[src/hw/rtl/tcpq_pkg.sv]
// types, codes and defaults shared by the three-class priority queue
`default_nettype none

package tcpq_pkg;

   localparam int CLASS_DEPTH_DEFAULT  = 16;
   localparam int HANDLE_WIDTH_DEFAULT = 32;
   localparam int NUM_CLASSES          = 3;

   localparam int HANDLE_FIELD_W    = 32;
   localparam int OCCUPANCY_W       = 6;
   localparam int THRESHOLD_W       = 6;
   localparam logic [THRESHOLD_W-1:0] THRESHOLD_RESET = 6'd48;

   typedef enum logic [1:0] {
      CMD_PUSH         = 2'd0,
      CMD_POP_ANY      = 2'd1,
      CMD_POP_INTERNAL = 2'd2,
      CMD_STATUS       = 2'd3
   } cmd_type;

   typedef enum logic [1:0] {
      CLS_INTERNAL = 2'd0,
      CLS_URGENT   = 2'd1,
      CLS_REGULAR  = 2'd2
   } queue_class_type;

   typedef enum logic {
      ST_IDLE = 1'b0,
      ST_READ = 1'b1
   } state_type;

   typedef struct packed {
      cmd_type                   cmd;
      logic                      internal_flag;
      logic                      urgent_flag;
      logic [HANDLE_FIELD_W-1:0] message_handle;
   } req_type;

   typedef struct packed {
      logic                      popped_valid;
      logic [HANDLE_FIELD_W-1:0] popped_handle;
      queue_class_type           popped_class;
      logic                      push_dropped;
      logic [OCCUPANCY_W-1:0]    occupancy;
      logic                      full_res;
      logic                      half_full;
   } rsp_type;

endpackage

`default_nettype wire

[src/hw/rtl/tcpq_ram.sv]
// generic single-write, single-read ram with registered read data
`default_nettype none

module tcpq_ram #(
   parameter int WIDTH = 32,
   parameter int DEPTH = 48
) (
   input  wire logic                     clock,
   input  wire logic                     wr_en,
   input  wire logic [$clog2(DEPTH)-1:0] wr_addr,
   input  wire logic [WIDTH-1:0]         wr_data,
   input  wire logic [$clog2(DEPTH)-1:0] rd_addr,
   output logic      [WIDTH-1:0]         rd_data
);

   logic [WIDTH-1:0] mem_ff [DEPTH];
   logic [WIDTH-1:0] rd_data_ff;

   always_ff @(posedge clock) begin
      if (wr_en) begin
         mem_ff[wr_addr] <= wr_data;
      end
      rd_data_ff <= mem_ff[rd_addr];
   end

   assign rd_data = rd_data_ff;

endmodule

`default_nettype wire

[src/hw/rtl/three_class_priority_queue_unit.sv]
// three-class strict-priority message queue, top level
//
// requests arrive on req_valid / req_ready with a req_payload of command,
// class flags and message handle; one response per request leaves on
// rsp_valid / rsp_ready with popped handle, class, drop flag and occupancy
// a push files the handle into internal, urgent or regular class by its
// flags; a pop takes the oldest handle of the highest non-empty class, a
// pop-internal only from internal; one shared ram holds all handles, one
// region of CLASS_DEPTH words per class; head, tail and count are flip-flops
// latency: push, status and a pop that finds nothing answer in the cycle after
// acceptance; a pop that finds a handle answers once the registered ram read
// has passed through ST_READ
// throughput: push and status 1 request per cycle while responses are taken;
// a successful pop holds req_ready low in ST_READ, set by the single ram port
// csr_write_enable writes the threshold register at once, with no handshake
// reset: synchronous; queue empty, threshold 48, no response pending;
// the ram contents are not cleared, so no clearing pass is needed
// when the receiver stalls the response is held in the output register
// and req_ready stays low until it is taken
`default_nettype none

module three_class_priority_queue_unit #(
   parameter int CLASS_DEPTH  = tcpq_pkg::CLASS_DEPTH_DEFAULT,
   parameter int HANDLE_WIDTH = tcpq_pkg::HANDLE_WIDTH_DEFAULT
) (
   input  wire logic                                clock,
   input  wire logic                                reset,
   // request channel
   input  wire logic                                req_valid,
   output logic                                     req_ready,
   input  wire tcpq_pkg::req_type                   req_payload,
   // response channel
   output logic                                     rsp_valid,
   input  wire logic                                rsp_ready,
   output tcpq_pkg::rsp_type                        rsp_payload,
   // threshold register
   input  wire logic                                csr_write_enable,
   input  wire logic [tcpq_pkg::THRESHOLD_W-1:0]    csr_write_data
);

   import tcpq_pkg::*;

   localparam int PTR_W  = $clog2(CLASS_DEPTH);
   localparam int CNT_W  = $clog2(CLASS_DEPTH + 1);
   localparam int RAM_DEPTH = NUM_CLASSES * CLASS_DEPTH;
   localparam int ADDR_W = $clog2(RAM_DEPTH);
   localparam int TOT_W  = $clog2(RAM_DEPTH + 1);
   localparam int CMP_W  = (TOT_W > THRESHOLD_W) ? TOT_W : THRESHOLD_W;

   // per-class bookkeeping
   logic [PTR_W-1:0] head_ff [NUM_CLASSES];
   logic [PTR_W-1:0] head_in [NUM_CLASSES];
   logic [PTR_W-1:0] tail_ff [NUM_CLASSES];
   logic [PTR_W-1:0] tail_in [NUM_CLASSES];
   logic [CNT_W-1:0] count_ff [NUM_CLASSES];
   logic [CNT_W-1:0] count_in [NUM_CLASSES];

   logic [THRESHOLD_W-1:0] threshold_ff;
   logic [THRESHOLD_W-1:0] threshold_in;

   state_type state_ff;
   state_type state_in;

   logic    rsp_valid_ff;
   logic    rsp_valid_in;
   rsp_type rsp_ff;
   rsp_type rsp_in;

   logic            accept;
   logic            is_push;
   logic            is_pop;
   queue_class_type push_cls;
   queue_class_type pop_cls;
   logic            pop_hit;
   logic            push_full;
   logic [TOT_W-1:0] total;

   logic                    ram_wr_en;
   logic [ADDR_W-1:0]       ram_wr_addr;
   logic [HANDLE_WIDTH-1:0] ram_wr_data;
   logic [ADDR_W-1:0]       ram_rd_addr;
   logic [HANDLE_WIDTH-1:0] ram_rd_data;

   // class region base plus pointer
   function automatic logic [ADDR_W-1:0] ram_addr(queue_class_type cls,
                                                  logic [PTR_W-1:0] ptr);
      logic [ADDR_W-1:0] addr;
      case (cls)
         CLS_INTERNAL: addr = ADDR_W'(ptr);
         CLS_URGENT:   addr = ADDR_W'(CLASS_DEPTH) + ADDR_W'(ptr);
         CLS_REGULAR:  addr = ADDR_W'(2 * CLASS_DEPTH) + ADDR_W'(ptr);
         default:      addr = '0;
      endcase
      return addr;
   endfunction

   function automatic logic [PTR_W-1:0] advance(logic [PTR_W-1:0] ptr);
      return (ptr == PTR_W'(CLASS_DEPTH - 1)) ? '0 : ptr + 1'b1;
   endfunction

   assign accept  = req_valid && req_ready;
   assign is_push = (req_payload.cmd == CMD_PUSH);
   assign is_pop  = (req_payload.cmd == CMD_POP_ANY) ||
                    (req_payload.cmd == CMD_POP_INTERNAL);

   // class selection for push and pop
   always_comb begin
      if (req_payload.internal_flag) begin
         push_cls = CLS_INTERNAL;
      end else if (req_payload.urgent_flag) begin
         push_cls = CLS_URGENT;
      end else begin
         push_cls = CLS_REGULAR;
      end

      pop_hit = 1'b1;
      if (count_ff[CLS_INTERNAL] != '0) begin
         pop_cls = CLS_INTERNAL;
      end else if (req_payload.cmd == CMD_POP_ANY && count_ff[CLS_URGENT] != '0) begin
         pop_cls = CLS_URGENT;
      end else if (req_payload.cmd == CMD_POP_ANY && count_ff[CLS_REGULAR] != '0) begin
         pop_cls = CLS_REGULAR;
      end else begin
         pop_cls = CLS_INTERNAL;
         pop_hit = 1'b0;
      end
      pop_hit = pop_hit && is_pop;
   end

   assign push_full = (count_ff[push_cls] == CNT_W'(CLASS_DEPTH));

   // pointer and count update, ram access
   always_comb begin
      head_in  = head_ff;
      tail_in  = tail_ff;
      count_in = count_ff;
      ram_wr_en   = 1'b0;
      ram_wr_addr = ram_addr(push_cls, tail_ff[push_cls]);
      ram_wr_data = HANDLE_WIDTH'(req_payload.message_handle);
      ram_rd_addr = ram_addr(pop_cls, head_ff[pop_cls]);
      if (accept && is_push && !push_full) begin
         ram_wr_en          = 1'b1;
         tail_in[push_cls]  = advance(tail_ff[push_cls]);
         count_in[push_cls] = count_ff[push_cls] + 1'b1;
      end
      if (accept && pop_hit) begin
         head_in[pop_cls]  = advance(head_ff[pop_cls]);
         count_in[pop_cls] = count_ff[pop_cls] - 1'b1;
      end
   end

   // occupancy after this request
   assign total = TOT_W'(count_in[CLS_INTERNAL]) + TOT_W'(count_in[CLS_URGENT]) +
                  TOT_W'(count_in[CLS_REGULAR]);

   always_comb begin
      threshold_in = threshold_ff;
      if (csr_write_enable) begin
         threshold_in = csr_write_data;
      end
   end

   // response register; a successful pop fills in the handle during ST_READ, the cycle after the other fields
   always_comb begin
      rsp_valid_in = rsp_valid_ff;
      rsp_in       = rsp_ff;
      if (state_ff == ST_READ) begin
         rsp_valid_in         = 1'b1;
         rsp_in.popped_handle = HANDLE_FIELD_W'(ram_rd_data);
      end else if (accept) begin
         rsp_valid_in         = !pop_hit;
         rsp_in.popped_valid  = pop_hit;
         rsp_in.popped_handle = '0;
         rsp_in.popped_class  = pop_hit ? pop_cls : CLS_INTERNAL;
         rsp_in.push_dropped  = is_push && push_full;
         rsp_in.occupancy     = OCCUPANCY_W'(total);
         rsp_in.full_res      = (CMP_W'(total) >= CMP_W'(threshold_ff));
         rsp_in.half_full     = (CMP_W'(total) >= CMP_W'(threshold_ff >> 1));
      end else if (rsp_ready) begin
         rsp_valid_in = 1'b0;
      end
   end

   // next state
   always_comb begin
      state_in = state_ff;
      case (state_ff)
         ST_IDLE: begin
            if (accept && pop_hit) begin
               state_in = ST_READ;
            end
         end
         ST_READ: begin
            state_in = ST_IDLE;
         end
         default: begin
            state_in = ST_IDLE;
         end
      endcase
   end

   // handshake outputs
   always_comb begin
      case (state_ff)
         ST_IDLE: req_ready = !rsp_valid_ff || rsp_ready;
         ST_READ: req_ready = 1'b0;
         default: req_ready = 1'b0;
      endcase
   end

   assign rsp_valid   = rsp_valid_ff;
   assign rsp_payload = rsp_ff;

   always_ff @(posedge clock) begin
      if (reset) begin
         state_ff     <= ST_IDLE;
         rsp_valid_ff <= 1'b0;
         threshold_ff <= THRESHOLD_RESET;
         for (int i = 0; i < NUM_CLASSES; i++) begin
            head_ff[i]  <= '0;
            tail_ff[i]  <= '0;
            count_ff[i] <= '0;
         end
      end else begin
         state_ff     <= state_in;
         rsp_valid_ff <= rsp_valid_in;
         threshold_ff <= threshold_in;
         head_ff      <= head_in;
         tail_ff      <= tail_in;
         count_ff     <= count_in;
      end
   end

   always_ff @(posedge clock) begin
      rsp_ff <= rsp_in;
   end

   tcpq_ram #(
      .WIDTH (HANDLE_WIDTH),
      .DEPTH (RAM_DEPTH)
   ) u_store (
      .clock   (clock),
      .wr_en   (ram_wr_en),
      .wr_addr (ram_wr_addr),
      .wr_data (ram_wr_data),
      .rd_addr (ram_rd_addr),
      .rd_data (ram_rd_data)
   );

`ifndef ASSERT_OFF
   // no class ever holds more than its region
   assert property (@(posedge clock) disable iff (reset)
      count_ff[CLS_INTERNAL] <= CNT_W'(CLASS_DEPTH) &&
      count_ff[CLS_URGENT] <= CNT_W'(CLASS_DEPTH) &&
      count_ff[CLS_REGULAR] <= CNT_W'(CLASS_DEPTH))
      else $error("class count beyond depth");

   // output slot is free while the ram read is in flight
   assert property (@(posedge clock) disable iff (reset)
      state_ff == ST_READ |-> !rsp_valid_ff)
      else $error("response pending during ram read");

   // a successful pop goes through the read cycle
   assert property (@(posedge clock) disable iff (reset)
      accept && pop_hit |=> state_ff == ST_READ && !req_ready)
      else $error("pop did not wait for ram data");

   // an empty answer carries zero handle and class
   assert property (@(posedge clock) disable iff (reset)
      rsp_valid_ff && !rsp_ff.popped_valid |->
         rsp_ff.popped_handle == '0 && rsp_ff.popped_class == CLS_INTERNAL)
      else $error("empty response carries data");
`endif

endmodule

`default_nettype wire

[config.mk]
export PLATFORM = sky130hd
export DESIGN_NAME = three_class_priority_queue_unit
export DESIGN_NICKNAME = d
export VERILOG_FILES = /design/src/hw/rtl/tcpq_pkg.sv /design/src/hw/rtl/tcpq_ram.sv /design/src/hw/rtl/three_class_priority_queue_unit.sv
export SDC_FILE = /design/constraint.sdc
export NUM_CORES = 2
export LEC_CHECK = 0
export BUFFER_PORTS_ARGS = -buffer_cell sky130_fd_sc_hd__buf_2
export CAP_MARGIN = 10
export CORE_UTILIZATION = 40
export DETAILED_ROUTE_END_ITERATION = 10
export PLACE_DENSITY = 0.62
export SLEW_MARGIN = 25
export SYNTH_ARGS = -nofsm -noshare
export SYNTH_HDL_FRONTEND = slang
export SYNTH_HIERARCHICAL = 1
export SYNTH_SLANG_ARGS = --single-unit
export TNS_END_PERCENT = 100
[constraint.sdc]
create_clock -name clock -period 6.24 [get_ports clock]
set_clock_uncertainty 0.05 [all_clocks]
set_input_delay 0.312 -clock clock [delete_from_list [all_inputs] [get_ports clock]]
set_output_delay 0.312 -clock clock [all_outputs]
set_load 0.02 [all_outputs]
==> Word-level counts from Yosys, hierarchy flattened <==
Memories as Yosys holds them, arrays and structs flattened. A register that Yosys moved wholly into a read port is not among the register bits.
Index checks and enable logic that the tools add are counted.
{ "word_totals": {"reg_bits": 91, "n_memories": 1, "output_inout_bits": 46, "mem_bits_rw": 1536, "input_bits": 47} }
{ "mem_list": {"columns": ["memory", "words", "width", "rd", "rd_clocked_by_memory_dff", "wr", "line", "text"], "rows": [
  ["u_store.mem_ff", 48, 32, 1, 1, 1, "tcpq_ram.sv:16", "logic [WIDTH-1:0] mem_ff [DEPTH];"]
]} }
{ "op_classes": {"n_reduce_logical": 24, "n_bitwise": 3, "add_sub_neg": 10, "mux": 50, "magnitude_cmp": 6, "n_eq_ne": 9} }
{ "op_table": {"columns": ["operator", "count"], "rows": [
  ["$mux 43", 1],
  ["$pmux 6 s3", 2],
  ["$mux 32", 1],
  ["$mux 4", 8],
  ["$bwmux 15", 2],
  ["$mux 15", 2],
  ["$mux 5", 6],
  ["$bwmux 12", 2],
  ["$bmux 5 s2", 2],
  ["$demux 5 s2", 2],
  ["$bmux 4 s2", 2],
  ["$demux 4 s2", 2],
  ["$reduce_bool 5->1", 3],
  ["$add 5x4->6 const A", 2],
  ["$add 6x4->6 const A", 2],
  ["$mux 2", 6],
  ["$logic_and 1x1->1", 10],
  ["$mux 1", 10],
  ["$add 4x1->4 const B", 2],
  ["$eq 4x4->1 const B", 2],
  ["$add 5x5->6", 1],
  ["$add 6x5->6", 1],
  ["$eq 2x1->1 const B", 3],
  ["$eq 2x2->1 const B", 3],
  ["16 further kinds", 25]
]} }

==> Logic depth before layout (Yosys ltp) <==
{ "logic_depth": {"word_depth": 17, "mapped_depth": 21} }

==> By module <==
The synthesis kept the hierarchy.
{ "by_module_without_submodules": {"columns": ["mod", "cells_each", "area_each_um2", "n_inst", "seq_area_each_um2"], "rows": [
  ["tcpq_ram", 2912, 60161.4, 1, 46764.9],
  ["three_class_priority_queue_unit", 518, 5123.7, 1, 2262.2]
]} }

==> Worst setup path before layout <==
Ideal clock, no wire load.
{ "synth_timing": {"path_type": "input to register", "start": "input port req_payload[33] (netlist name)", "end": "register rsp_ff (netlist bit rsp_payload[1]), data pin", "cell_stages": 20, "arrival_ns": 4.457, "required_ns": 5.936, "path_slack_ns": 1.479, "path_buffers": 4, "cell_sequence": "clkbuf_1 > buf_2 > mux2i_1 > ha_1 > o211ai_2 > or3_1 > buf_6 > and2_4 > buf_6 > mux2_4 > o21ai_1 > fa_1 > inv_1 > ha_1 > fa_1 > ha_1 > a21o_1 > a21o_1 > a21o_1 > a21o_1"} }
{ "synth_between": {"elab_chain_cells": 14} }
{ "synth_lines": {"columns": ["item", "line", "text"], "rows": [
  ["from (decl)", "three_class_priority_queue_unit.sv:31", "input wire tcpq_pkg::req_type req_payload,"],
  ["$mux 2 (*)", "three_class_priority_queue_unit.sv:108", "if (req_payload.internal_flag) begin"],
  ["$not 2->3 (implied by the code) (*)", "three_class_priority_queue_unit.sv:130, three_class_priority_queue_unit.sv:144", null],
  ["branches (longest 6 deep; another with $add 5x1->5)", null, null],
  ["$mux 15 (*)", "three_class_priority_queue_unit.sv:141", "if (accept && is_push && !push_full) begin"],
  ["$bwmux 15", "three_class_priority_queue_unit.sv:148", "count_in[pop_cls] = count_ff[pop_cls] - 1'b1;"],
  ["$mux 15 (*)", "three_class_priority_queue_unit.sv:146", "if (accept && pop_hit) begin"],
  ["$add 5x5->6", "three_class_priority_queue_unit.sv:153", "assign total = TOT_W'(count_in[CLS_INTERNAL]) + TOT_W'(count_in[CLS_URGENT]) +"],
  ["$add 6x5->6 (*)", "three_class_priority_queue_unit.sv:153", null],
  ["via total[2]", "three_class_priority_queue_unit.sv:76", "logic [TOT_W-1:0] total;"],
  ["$ge 6x6->1 (*)", "three_class_priority_queue_unit.sv:177", "rsp_in.full_res = (CMP_W'(total) >= CMP_W'(threshold_ff));"],
  ["to (signal assigned)", "three_class_priority_queue_unit.sv:235", "rsp_ff <= rsp_in;"],
  ["to (decl)", "three_class_priority_queue_unit.sv:66", "rsp_type rsp_ff;"]
]} }
Mark *: on every way through the listed nets, which the timed path passes. The select of a mux whose other input is x is not followed.
A chain may end at the register's enable or synchronous reset.

==> Worst setup path after layout <==
{ "layout_timing": {"start": "register count_ff[7] (netlist name)", "end": "register rsp_ff (netlist bit rsp_payload[1]), data pin"} }
{ "layout_between": {"elab_chain_cells": 14} }
{ "layout_lines": {"columns": ["item", "line", "text"], "rows": [
  ["from (decl)", "three_class_priority_queue_unit.sv:55", "logic [CNT_W-1:0] count_ff [NUM_CLASSES];"],
  ["from (signal assigned)", "three_class_priority_queue_unit.sv:230", "count_ff <= count_in;"],
  ["$reduce_bool 5->1", "three_class_priority_queue_unit.sv:119", "end else if (req_payload.cmd == CMD_POP_ANY && count_ff[CLS_URGENT] != '0) begin"],
  ["$logic_and 1x1->1", "three_class_priority_queue_unit.sv:119", null],
  ["$mux 2", "three_class_priority_queue_unit.sv:119", null],
  ["$mux 2", "three_class_priority_queue_unit.sv:117", "if (count_ff[CLS_INTERNAL] != '0) begin"],
  ["$not 2->3 (implied by the code)", "three_class_priority_queue_unit.sv:148", null],
  ["$bmux 5 s2, or another cell as far along", "three_class_priority_queue_unit.sv:148", null],
  ["$mux 5 (implied by the code) / $logic_and 1x1->1 (equally long branches)", "three_class_priority_queue_unit.sv:148", null],
  ["$mux 5 (implied by the code)", "three_class_priority_queue_unit.sv:148", null],
  ["$sub 5x1->5 / $demux 5 s2 (equally long branches)", "three_class_priority_queue_unit.sv:148", null],
  ["$bwmux 15", "three_class_priority_queue_unit.sv:148", null],
  ["$mux 15 (*)", "three_class_priority_queue_unit.sv:146", null],
  ["$add 5x5->6", "three_class_priority_queue_unit.sv:153", null],
  ["$add 6x5->6 (*)", "three_class_priority_queue_unit.sv:153", null],
  ["via total[4]", "three_class_priority_queue_unit.sv:76", null],
  ["$ge 6x6->1 (*)", "three_class_priority_queue_unit.sv:177", null]
]} }
Mark *: on every way through the listed nets, which the timed path passes. The rest lies on a longest branch. The select of a mux whose other input is x is not followed.

==> flow_summary.toml <==
[timing]
min_period_ps = 5210
timing.final.ws_setup_ps = 1030
whs_ps = 58.7
fmax_mhz = 192
slew-limit-headroom_pct = 24.3
tns_ps = 0
worst-slew-pin-transition_ps = 1130
finalHoldViolations = 0
final-setup-viol-count = 0
final_max_slew_viol_count = 0
rsz0062_at_grt = "no"
fin_crit_sh_pct = 83.5

[pwr]
p_int_mw = 19.4
pwr-share-clk_pct = 37.4
p_leak_nw = 22.8
ir_worst_vdd_mv = 0.324
pwr_density_cell_mw_per_mm2 = 347
p_switching_mw = 6.36
p_comb_share_pct = 14.2
finalPower_mw = 25.8
swShare_pct = 24.7
seq_power_share_pct = 48.4

[floorplanning]
die_w_microns = 406
dieArea_sq_mm = 0.165
core_region_area_sq_mm = 0.161
ioPinCount = 93
dieHeight_microns = 406
initial_utilization_pct = 40.5
rows = 147

[clock_network]
cts_tree = "yes"
htree_levels = 4
clkTransAtPathRegs_ps = 60
ctsResizeCount = 0
clockBufferDepth = 3
hold_buffers = 15
clk_latency_ps = 790
post-cts-setup-buffers = 0
clock-root-buffer = "clkbuf_16"
cts_buffers = 161
clock_sinks = 1659

[logic_synthesis]
synthArstFlopShare_pct = 0
synthTopCellsByCount = "1580 x edfxtp_1, 534 x mux2i_1, 160 x mux4_2, 128 x a22oi_1, 97 x nor2_1"
synthFlopType = "edfxtp_1"
synth_edf_count = 1580
synth_area_per_cell_sq_um = 19.0
netlist_instances = 3430
syn-num-nets = 3505
syn-cell-area_sq_mm = 0.0653
synth_area_leaders = "edfxtp_1 73%, mux2i_1 8.2%, mux4_2 5.5%"
yosys_warnings = 6
yosysSeqAreaShare_pct = 75.1
netlist-cell-type-count = 72
synth.most_common_cell = "edfxtp_1"
synth_top_area_share_pct = 72.7
ys_seq_elements = 1659
synth_top_area_cell = "edfxtp_1"

[critical_path]
required_ps = 6730
cp_max_fo = 6
end_kind = "flop"
cp_num_buf_inv = 2
worstPathCellList = "or4_1 -> a211oi_2 -> nand2_1 -> o21bai_1 -> ha_1 -> inv_1 -> or2_2 -> o211a_1 -> a21oi_1 -> mux2i_1 -> fa_1 -> inv_1 -> ha_1 -> xnor2_1 -> ha_1 -> a21o_1 -> a21o_1"
cp_common_cell = "ha_1"
r2r_slack_ps = 1030
cp-startpoint = "count_ff[7]"
worst-setup-path-type = "flop to flop"
slowest_stage = "or4_1"
slowest_delay_ps = 630
cp_top_family = "compound AO/OA/AOI/OAI gates"
cp-start-kind = "flop"
rr_startpoint = "count_ff[7]"
cp.arrival_ps = 5700

[grt]
grt_pass1_vias = 33430
met3_usage_pct = 2.71
grt_overflow = 0
grt-busiest-layer = "met2"
grt_start_max_net_pins = 91
globalRouteMet1Util_pct = 27.2
antenna_found_initial = 7
grt_first_pass_wirelength_mm = 233
track_usage_pct = 19.5
use_met2_pct = 31.9

[cells_and_area]
fin_nets = 3704
final_cells = 5926
syn_to_final_growth_pct = 13.9
final_area_sq_mm = 0.0744
utilization_pct = 46.1
layout-drive-gt1-share_pct = 19.2

[routing]
post_drt_wl_per_cell_microns = 27.1
firstDrtPassIters = 5
vias = 33351
totalWireLength_mm = 161
drtIter0Drc = 3106
antenna_left = 0
drc = 0
via_per_inst = 5.63

[place]
post-place-ws_ps = 941
postPlaceCellArea_sq_mm = 0.0690
place_congestion = 0.847
port_buffers = 92
hpwl_mm = 91.2
dpl.cell_count = 5611

[hold_path]
hold_class = "primary input to flop"
worstHoldStart = "rsp_ready"

[outcome]
status = "finished clean"

[run]
drv_cap = 0
==> registers in the layout, summed over array words and instances, names as in the netlist <==
name,flops
count_ff,15
head_ff,12
rsp_payload,44
rsp_valid,1
state_ff,1
tail_ff,12
threshold_ff,6
u_store/mem_ff,1536
u_store/rd_data,32
==> cell families after synthesis <==
kind of cell | after synthesis | share of synthesized area (%)
AO/OA/AOI/OAI | 509 | 6.11
XOR/XNOR | 11 | 0.148
adder cells (fa/ha/maj) | 28 | 0.606
buffers and inverters | 228 | 1.96
flip-flops | 1659 | 75.1
multiplexers | 702 | 13.9
AND/OR/NAND/NOR | 293 | 2.23
==> layout make-up <==
type / count / area, sq um
inverters: 32 / 129
repair buffers: 232 / 1900
clock inverters: 82 / 887
diodes: 8 / 20.0
well taps: 2160 / 2700
flip-flops and latches: 1659 / 49000
multi-input cells: 1543 / 15400
clock buffers: 210 / 4340
fillers: 13502 / 86900
==> cell usage in the layout, fill, tap and decap left out, types with 10 or more instances in the layout <==
cell | netlist | layout
nor2_1 | 97 | 52
a221oi_1 | 64 | 64
o21ai_0 | 18 | 17
inv_1 | 32 | 28
and2_1 | 47 | 46
clkbuf_16 | 0 | 165
buf_12 | 0 | 21
dfxtp_1 | 79 | 78
bufinv_16 | 0 | 15
nand2_1 | 72 | 71
mux2i_1 | 534 | 534
clkbuf_1 | 83 | 41
ha_1 | 22 | 22
a22oi_1 | 128 | 128
clkinv_2 | 0 | 25
nor2_4 | 0 | 45
buf_2 | 29 | 92
a21oi_1 | 91 | 91
o211ai_1 | 11 | 11
o22ai_1 | 34 | 34
nand3_1 | 12 | 12
a22o_1 | 67 | 67
dlygate4sd3_1 | 0 | 15
a21o_1 | 10 | 10
edfxtp_1 | 1580 | 1580
mux4_2 | 160 | 160
buf_4 | 23 | 99
clkinv_1 | 0 | 23
o41ai_2 | 32 | 32
==> power groups by stage <==
stage,Sequential (mW),Clock (mW),Combinational [mW]
3_5_place_dp,12.7,0,3.65
3_3_place_gp,12.7,0,3.63
6_report,12.5,9.66,3.66
5_1_grt,12.5,10.2,3.88
2_1_floorplan,12.7,0,2.50
4_1_cts,12.5,9.83,3.67
==> worst register-to-register path, stage by stage, from the launching register on <==
cell,delay (ps)
dfxtp_1,410
or4_1,630
a211oi_2,370
nand2_1,260
o21bai_1,220
ha_1,230
inv_1,80
or2_2,310
o211a_1,210
a21oi_1,290
mux2i_1,170
fa_1,520
inv_1,40
ha_1,290
xnor2_1,280
ha_1,290
a21o_1,160
a21o_1,170
==> path summary, 6_finish.rpt <==
path,end,cells after the start
setup / recovery,rsp_payload[1],17
hold / removal,rsp_valid,4
setup reg to reg,rsp_payload[1],17
hold reg to reg,head_ff[5],2
==> routing by layer <==
metal  vias up  wire length (microns)
met1     17736                  70700
met3       208                   8400
met2       996                  78000
met5         -                     35
met4         6                   3540
li1      14405                      -
Note: power is estimated with default switching activity, not from simulation.
